File: config.mk
export PLATFORM = sky130hd
export DESIGN_NAME = modular_exponentiation
export DESIGN_NICKNAME = d
export VERILOG_FILES = /design/src/design/modexp_pkg.sv /design/src/design/modexp_datapath.sv /design/src/design/modexp_ctrl.sv /design/src/design/modular_exponentiation.sv
export SDC_FILE = /design/constraint.sdc
export NUM_CORES = 1
export LEC_CHECK = 0
export BUFFER_PORTS_ARGS = -buffer_cell sky130_fd_sc_hd__buf_4
export CORE_MARGIN = 5
export CORE_UTILIZATION = 61
export CTS_CLUSTER_DIAMETER = 80
export CTS_CLUSTER_SIZE = 28
export DETAILED_ROUTE_END_ITERATION = 8
export GPL_TIMING_DRIVEN = 0
export PLACE_DENSITY = 0.84
export SETUP_SLACK_MARGIN = 0.02
export SYNTH_ARGS = -nofsm -noshare
export SYNTH_HDL_FRONTEND = slang
export SYNTH_SLANG_ARGS = --single-unit
File: constraint.sdc
create_clock -name clk -period 12.2 [get_ports clk]
set_clock_uncertainty 0.2 [all_clocks]
set_input_delay 3.05 -clock clk [delete_from_list [all_inputs] [get_ports clk]]
set_output_delay 3.05 -clock clk [all_outputs]
set_load 0.02 [all_outputs]
File: src/design/modexp_pkg.sv
// ----------------------------------------------------------------------------
// modexp_pkg: shared types and constants for the modular exponentiation block
// Command and status structures between controller and datapath.
// ----------------------------------------------------------------------------
`default_nettype none

package modexp_pkg;

  localparam int unsigned DefaultOperandWidth = 32;

  // Datapath operations issued by the controller
  typedef enum logic [2:0] {
    OP_NONE,
    OP_LOAD,      // capture operands, start base reduction
    OP_MUL_RES,   // start result = result * base mod m
    OP_MUL_SQR,   // start base = base * base mod m
    OP_SHIFT      // drop the low exponent bit
  } modexp_op_t;

  typedef struct packed {
    modexp_op_t op;
  } modexp_cmd_t;

  typedef struct packed {
    logic mm_done;    // multiply-reduce (or base reduce) finished this cycle
    logic exp_zero;   // remaining exponent is zero
    logic exp_lsb;    // low bit of remaining exponent
    logic mod_zero;   // modulus is zero
  } modexp_stat_t;

endpackage

`default_nettype wire

File: src/design/modexp_datapath.sv
// ----------------------------------------------------------------------------
// modexp_datapath: operand registers and bit-serial multiply-reduce unit
// Interleaved shift-add modular multiplication, one multiplier bit a cycle.
// ----------------------------------------------------------------------------
`default_nettype none

module modexp_datapath #(
  parameter int unsigned OPERAND_WIDTH = modexp_pkg::DefaultOperandWidth
) (
  input  wire logic                     clk,
  input  wire logic                     rst,
  input  wire modexp_pkg::modexp_cmd_t  cmd,
  output modexp_pkg::modexp_stat_t      stat,
  input  wire logic [31:0]              base_value,
  input  wire logic [31:0]              exponent,
  input  wire logic [31:0]              modulus,
  output logic [31:0]                   power_result
);
  import modexp_pkg::*;

  localparam int unsigned W  = OPERAND_WIDTH;
  localparam int unsigned CW = $clog2(W + 1);

  logic [W-1:0]  modv;
  logic [W-1:0]  expv;
  logic [W-1:0]  res;
  logic [W-1:0]  sqb;
  // shared unit: acc, multiplicand and multiplier, the multiplier scanned from MSB
  logic [W-1:0]  acc;
  logic [W-1:0]  mcand;
  logic [W-1:0]  mplier;
  logic [CW-1:0] cnt;
  logic          run;
  logic          to_res;
  logic          done;

  logic [W:0]   dbl;
  logic [W:0]   dbl_red;
  logic [W-1:0] dbl_m;
  logic [W:0]   add;
  logic [W-1:0] acc_next;

  // one step: acc = 2*acc mod m, then + mcand mod m when bit is set
  // (base reduction uses mcand = 1, or 0 when m is 1, so the bits of mplier shift in directly)
  always_comb begin
    dbl     = {acc, 1'b0};
    dbl_red = (dbl >= {1'b0, modv}) ? dbl - {1'b0, modv} : dbl;
    dbl_m   = dbl_red[W-1:0];
    add     = {1'b0, dbl_m} + (mplier[W-1] ? {1'b0, mcand} : '0);
    acc_next = (add >= {1'b0, modv}) ? W'(add - {1'b0, modv}) : add[W-1:0];
  end

  // registers and unit sequencing
  always_ff @(posedge clk) begin
    if (rst) begin
      run  <= 1'b0;
      done <= 1'b0;
    end else begin
      done <= 1'b0;
      if (run) begin
        acc    <= acc_next;
        mplier <= {mplier[W-2:0], 1'b0};
        cnt    <= cnt - 1'b1;
        if (cnt == CW'(1)) begin
          run  <= 1'b0;
          done <= 1'b1;
          if (to_res) res <= acc_next;
          else        sqb <= acc_next;
        end
      end else begin
        case (cmd.op)
          OP_LOAD: begin
            modv   <= modulus[W-1:0];
            expv   <= exponent[W-1:0];
            res    <= W'(1);
            // b mod m: shift b in bit by bit, multiplicand 1 (0 when m is 1)
            acc    <= '0;
            mcand  <= (modulus[W-1:0] == W'(1)) ? '0 : W'(1);
            mplier <= base_value[W-1:0];
            to_res <= 1'b0;
            cnt    <= CW'(W);
            run    <= (modulus[W-1:0] != '0);
          end
          OP_MUL_RES: begin
            acc    <= '0;
            mcand  <= sqb;
            mplier <= res;
            to_res <= 1'b1;
            cnt    <= CW'(W);
            run    <= 1'b1;
          end
          OP_MUL_SQR: begin
            acc    <= '0;
            mcand  <= sqb;
            mplier <= sqb;
            to_res <= 1'b0;
            cnt    <= CW'(W);
            run    <= 1'b1;
          end
          OP_SHIFT: expv <= expv >> 1;
          default: ;
        endcase
      end
    end
  end

  assign stat.mm_done  = done;
  assign stat.exp_zero = (expv == '0);
  assign stat.exp_lsb  = expv[0];
  assign stat.mod_zero = (modv == '0);

  assign power_result = stat.mod_zero ? 32'd0 : 32'(res);

endmodule

`default_nettype wire

File: src/design/modexp_ctrl.sv
// ----------------------------------------------------------------------------
// modexp_ctrl: sequencer for square-and-multiply
// Handshake, exponent scan and output register control.
// ----------------------------------------------------------------------------
`default_nettype none

module modexp_ctrl (
  input  wire logic                     clk,
  input  wire logic                     rst,
  input  wire logic                     in_valid,
  output logic                          in_stall,
  output logic                          out_valid,
  input  wire logic                     out_stall,
  output modexp_pkg::modexp_cmd_t       cmd,
  input  wire modexp_pkg::modexp_stat_t stat
);
  import modexp_pkg::*;

  typedef enum logic [2:0] {
    S_IDLE, S_LOAD, S_SCAN, S_WRES, S_WSQR, S_SHIFT, S_OUT
  } state_t;

  state_t     state;
  modexp_op_t issued_op;

  assign in_stall = (state != S_IDLE);

  // operands are captured at the accepting edge itself
  assign cmd.op = (state == S_IDLE && in_valid) ? OP_LOAD : issued_op;

  always_ff @(posedge clk) begin
    if (rst) begin
      state     <= S_IDLE;
      out_valid <= 1'b0;
      issued_op <= OP_NONE;
    end else begin
      issued_op <= OP_NONE;
      case (state)
        S_IDLE: if (in_valid) begin
          state <= S_LOAD;
        end
        // wait for base reduction (or skip when modulus is zero)
        S_LOAD: begin
          if (stat.mod_zero || stat.mm_done) state <= S_SCAN;
        end
        S_SCAN: begin
          if (stat.mod_zero || stat.exp_zero) begin
            out_valid <= 1'b1;
            state     <= S_OUT;
          end else if (stat.exp_lsb) begin
            issued_op <= OP_MUL_RES;
            state     <= S_WRES;
          end else begin
            issued_op <= OP_MUL_SQR;
            state     <= S_WSQR;
          end
        end
        S_WRES: if (stat.mm_done) begin
          issued_op <= OP_MUL_SQR;
          state     <= S_WSQR;
        end
        S_WSQR: if (stat.mm_done) begin
          issued_op <= OP_SHIFT;
          state     <= S_SHIFT;
        end
        // exponent shifts at the end of this cycle
        S_SHIFT: state <= S_SCAN;
        S_OUT: if (!out_stall) begin
          out_valid <= 1'b0;
          state     <= S_IDLE;
        end
        default: state <= S_IDLE;
      endcase
    end
  end

endmodule

`default_nettype wire

File: src/design/modular_exponentiation.sv
// ----------------------------------------------------------------------------
// modular_exponentiation: base ^ exponent mod modulus
// Right-to-left square-and-multiply over a shared bit-serial multiply-reduce.
// ----------------------------------------------------------------------------
//  channel  signals                                  direction
//  in       in_valid, in_stall, base_value/exponent/modulus   sink
//  out      out_valid, out_stall, power_result                 source
//
// Each item runs a base reduction, then for each exponent bit scanned a squaring,
// preceded by a multiply into the result when that bit is set, then a shift.
// The scan ends when the remaining exponent is zero; the result is then held.
// One item at a time; in_stall is high from acceptance until result taken.
// Synchronous active-high reset returns to idle with no result pending.
`default_nettype none

module modular_exponentiation #(
  parameter int unsigned OPERAND_WIDTH = modexp_pkg::DefaultOperandWidth
) (
  input  wire logic        clk,
  input  wire logic        rst,
  input  wire logic        in_valid,
  output logic             in_stall,
  input  wire logic [31:0] base_value,
  input  wire logic [31:0] exponent,
  input  wire logic [31:0] modulus,
  output logic             out_valid,
  input  wire logic        out_stall,
  output logic [31:0]      power_result
);
  import modexp_pkg::*;

  modexp_cmd_t  cmd;
  modexp_stat_t stat;

  modexp_ctrl u_ctrl (
    .clk, .rst, .in_valid, .in_stall, .out_valid, .out_stall, .cmd, .stat
  );

  modexp_datapath #(.OPERAND_WIDTH(OPERAND_WIDTH)) u_dp (
    .clk, .rst, .cmd, .stat, .base_value, .exponent, .modulus, .power_result
  );

endmodule

`default_nettype wire

Yosys cells after proc, flatten, opt, wreduce, memory -nomap -nowiden
Index checks and enable logic that the tools add are counted.
Word-level totals
  register bits: 240
  logic and storage cells: 112
Cells by class
  add/subtract/negate cells: 4
  order comparisons: 2
  equal/unequal tests: 20
  mux-type cells: 39
  bitwise logic cells: 3
  reduce and logical (&&, ||, !) cells: 29
Operators by type and width (number)
  $mux 32: 11
  $pmux 32 s2: 2
  $pmux 32 s3: 1
  $ge 33x32->1: 2
  $logic_not 32->1: 2
  $sub 32x32->32: 2
  $add 32x32->33: 1
  $eq 32x1->1 const B: 1
  $reduce_bool 32->1: 1
  $mux 3: 10
  $pmux 3 s7: 1
  $reduce_and 3->1: 5
  $eq 3x2->1 const B: 4
  $eq 3x3->1 const B: 4
  $mux 6: 2
  $reduce_bool 2->1: 6
  $pmux 3 s3: 1
  $ne 2x1->1 const B: 4
  $ne 2x2->1 const B: 4
  $reduce_and 4->1: 2
  $mux 1: 7
  $eq 3x1->1 const B: 2
  $eq 6x1->1 const B: 1
  $pmux 1 s2: 3
  12 further kinds: 18

Logic depth before layout (Yosys ltp)
  depth in word-level cells: 8
  gate-level depth with buffers: 35
  gate-level depth less buffers: 30

By module
Synthesis repeated with hierarchy kept, for this count alone.
Unflattened totals
  cells, all modules: 1529
  area total of the unflattened synthesis: 15860.2 um2
Modules (own cells, without submodules)
  modexp_datapath: times used 1, cells each 1480, area each 15443.6 um2, sequential area each 6976.7 um2
  modexp_ctrl: times used 1, cells each 49, area each 416.6 um2, sequential area each 140.1 um2

Worst setup path before layout
Ideal clock, no wire load.
  path type: reg-to-reg
  from: reg u_dp.acc[13]
  to: reg u_dp.acc[10] (data pin)
  library setup time: 258 ps
  arrival: 6685 ps
  required time: 11742 ps
  setup slack: 5057 ps
  stages on the path, launching flop included: 33
  buffers on the path: 5
  period minus slack after synthesis: 7143 ps
  cell sequence: edfxtp_1 -> ha_1 -> and2_1 -> nand3_1 -> or4_1 -> o211ai_1 -> nand3_1 -> nand2_1 -> buf_2 -> buf_2 -> buf_1 -> a21oi_1 -> ha_1 -> a21oi_1 -> o21ai_0 -> a21o_1 -> a41oi_1 -> nor3b_1 -> a2111oi_0 -> nor2_1 -> xnor2_1 -> ha_1 -> nand2_1 -> nor3_1 -> nand3_1 -> nor3_1 -> a41oi_1 -> a21oi_1 -> a2111o_1 -> buf_6 -> buf_12 -> mux2_4 -> and2_1
On the way
  cells in the longest elaborated chain, start to end: 6
  elaborated cells between the ends (all ways): 8
  classes of those cells: add/sub: 3; order compare: 2; mux: 3
RTL lines
  start: declaration: RTL line modexp_datapath.sv:29  | logic [W-1:0] acc;
  start signal: assignment: RTL line modexp_datapath.sv:61  | acc <= acc_next;
  $ge 33x32->1 / $sub 32x32->32 (equally long branches): RTL line modexp_datapath.sv:47  | dbl_red = (dbl >= {1'b0, modv}) ? dbl - {1'b0, modv} : dbl;
  $mux 32 *: RTL line modexp_datapath.sv:47
  $add 32x32->33 *: RTL line modexp_datapath.sv:49  | add = {1'b0, dbl_m} + (mplier[W-1] ? {1'b0, mcand} : '0);
  $sub 32x32->32 / $ge 33x32->1 (equally long branches): RTL line modexp_datapath.sv:50  | acc_next = (add >= {1'b0, modv}) ? W'(add - {1'b0, modv}) : add[W-1:0];
  $mux 32 *: RTL line modexp_datapath.sv:50
  net u_dp.acc_next[10]: RTL line modexp_datapath.sv:41  | logic [W-1:0] acc_next;
  $mux 32 *: RTL line modexp_datapath.sv:60  | if (run) begin
The timed path passes the listed nets; every way through them passes the cells marked *.
A chain may end at the register's enable or synchronous reset.

Final worst setup path
  from: reg u_dp.modv[16]
  to: reg u_dp.acc[31] (data pin)
On the way
  cells in the longest elaborated chain, start to end: 6
  elaborated cells between the ends (all ways): 8
  classes of those cells: add/sub: 3; order compare: 2; mux: 3
RTL lines
  start: declaration: RTL line modexp_datapath.sv:24  | logic [W-1:0] modv;
  start signal: assignment: RTL line modexp_datapath.sv:73  | modv <= modulus[W-1:0];
  $sub 32x32->32 / $ge 33x32->1 (equally long branches): RTL line modexp_datapath.sv:47
  $mux 32: RTL line modexp_datapath.sv:47
  $add 32x32->33: RTL line modexp_datapath.sv:49
  $sub 32x32->32 / $ge 33x32->1 (equally long branches): RTL line modexp_datapath.sv:50
  $mux 32 *: RTL line modexp_datapath.sv:50
  $mux 32 *: RTL line modexp_datapath.sv:60
Every way passes the cells marked *; elsewhere a longest branch is shown, timed or not.

==> impl_metrics.ini <==
[setup_path]
r2r_slack_ns = 2.57
cp_data_arrival_time_ns = 9.67
worstPathMaxFanout = 10
r2r-start = u_dp.modv[16]
required_ns = 12.25
worstSetupPathType = reg2reg
critPathLaunchType = flip-flop
r2r_cells = 32
r2r-end = u_dp.acc[31]
critPathSlowestCell = a2111oi_0
cpPeakStageDelay_ns = 0.84
end_kind = flip-flop

[routing]
vias = 13477
postRouteAntennaNets = 0
routed_wl_um = 48600
drt-initial-drc-count = 1349
wl_per_cell_um = 23.0
drt-vias-per-instance = 6.38
dr.pass1.iters = 6
drc = 0

[clocking]
cts_root_buf = clkbuf_16
worstSkewPairLatency_ns = 0.51
clockBufferDepth = 3
path_clk_slew_ns = 0.11
cts_setup_buffers = 0
cts_hold_buf = 0
cts_tree = done
cts.sinks = 240
cts_resized = 0
htree_levels = 1
cts_buffers = 14

[floorplanning]
dieArea_um2 = 29800
die_w_um = 173
start_util = 0.619
row_count = 59
die_h_um = 173
core_um2 = 26100
io_pins = 134

[synth]
yosysTopAreaCellShare = 0.430
yosysWarnings = 0
synth_most_common_cell = edfxtp_1
synth_nets = 1810
syn-mean-instance-area_um2 = 10.0
synthTopCellsByCount = edfxtp_1, a21oi_1, nor2_1
synth_edf_count = 231
synth_cells = 1609
yosys_most_used_dff = edfxtp_1
synth_area_um2 = 16100
ys_types = 73
ys_seq_area_frac = 0.441
synthTopCellsByArea = edfxtp_1, ha_1, a21oi_1
ys_seq_elements = 240
yosysTopAreaCell = edfxtp_1
async_reset_ff_frac = 0

[timing]
setup_tns_ns = 0
tightest_slew_ns = 1.06
fin_crit_ns = 9.63
rsz0062_at_grt = false
max_freq_ghz = 0.104
slew_headroom = 0.291
drv_slew = 0
period_share = 0.789
finalHoldViolCount = 0
setup_violations = 0

[cells_and_area]
num-fill-cells = 2035
layout-drive-gt1-share = 0.147
seqCellArea_um2 = 7120
n_antenna_cell = 0
syn2layout_area_growth_pct = 13.2
multi_input_area_um2 = 8500
nNetsFinal = 1971

[global_route]
grt_pass1_wl_um = 75000
grt_use_total = 0.314
grt_overflow = 0
grt_max_degree = 30
first_global_vias = 13309
antenna_found_initial = 1

[worst_hold_path]
min-delay-start = u_ctrl.out_valid
hp-class = reg2reg
hold_depth = 2
whs_endpoint = u_ctrl.out_valid

[placed_design]
io_buffers = 132
gp_congestion = 1.08
dpl.hpwl_um = 38800

[flow_run]
drv_cap = 0

[status]
status = finished clean
[layer usage]
layer,up-vias,global-route usage,wire (um)
li1,6230,-,-
met1,6480,0.438,20500
met2,667,0.515,22700
met3,98,0.0474,3850
met4,2,0.0924,1530
met5,-,0,20
[flip-flops by register name (all words and copies together), names as in the netlist]
register and flops:
u_ctrl.issued_op 3, u_ctrl.out_valid 1, u_ctrl.state 3, u_dp.acc 32, u_dp.cnt 6, u_dp.done 1
u_dp.expv 32, u_dp.mcand 32, u_dp.modv 32, u_dp.mplier 32, u_dp.res 32, u_dp.run 1
u_dp.sqb 32, u_dp.to_res 1
[cell usage in the layout, fill, tap and decap left out, types with 52 or more instances in the layout]
cell type  Yosys  routed
a21oi_1      144     142
o21ai_0       83      83
buf_4          0     133
xnor2_1       52      52
ha_1          98      98
and2_1       100     100
nand2_1      103     103
inv_1         80      80
edfxtp_1     231     231
nor2_1       144     143
[worst max-delay path, delay by kind of cell, from the launching register on]
family	cells	cell delay, ns
buf+inv	6	1.72
compound gates	11	3.10
xor+xnor	1	0.20
flops	1	0.44
fa+ha+maj	3	1.29
simple gates	11	2.38
[metrics by stage]
stage / utilization / hold WS (ns) / cell area [um^2] / setup slack, ns / std cells
floorplan: - / 0.277 / 16100 / 5.06 / 1609
global placement: 0.674 / 0.277 / 17600 / 2.75 / 2076
detailed placement: 0.683 / 0.290 / 17800 / 2.85 / 2089
CTS: 0.701 / 0.307 / 18300 / 2.78 / 2113
global route: 0.701 / 0.345 / 18300 / 2.03 / 2113
finish: 0.701 / 0.305 / 18300 / 2.57 / 2113
[worst max-delay path by stage]
stage | start | end | slack [ns] | depth (start not counted)
floorplan | u_dp.acc[13] | u_dp.acc[10] | 5.06 | 32
global placement | u_dp.modv[13] | u_dp.res[28] | 2.75 | 31
detailed placement | u_dp.modv[13] | u_dp.acc[20] | 2.85 | 33
CTS | u_dp.modv[13] | u_dp.acc[31] | 2.78 | 33
global route | u_dp.modv[13] | u_dp.acc[31] | 2.03 | 33
finish | u_dp.modv[16] | u_dp.acc[31] | 2.57 | 32
[area by class of cell]
| type | instances | share of cell area |
|---|---|---|
| multi-input cells | 1226 | 0.465 |
| flip-flops and latches | 240 | 0.390 |
| repair buffers | 145 | 0.0647 |
| well taps | 335 | 0.0229 |
| clock buffers | 19 | 0.0219 |
| inverters | 80 | 0.0164 |
| plain buffers | 63 | 0.0158 |
| clock inverters | 5 | 0.00363 |
[logic make-up after synthesis]
group,after synthesis,share of synthesized area
fa+ha+maj,101,0.0797
compound gates,396,0.153
mux,105,0.0747
xor+xnor,77,0.0418
buf+inv,143,0.0365
flops,240,0.441
simple gates,547,0.173
Power is not shown: default switching activity piles up to over one toggle a cycle in this logic, so the estimate is an artifact.
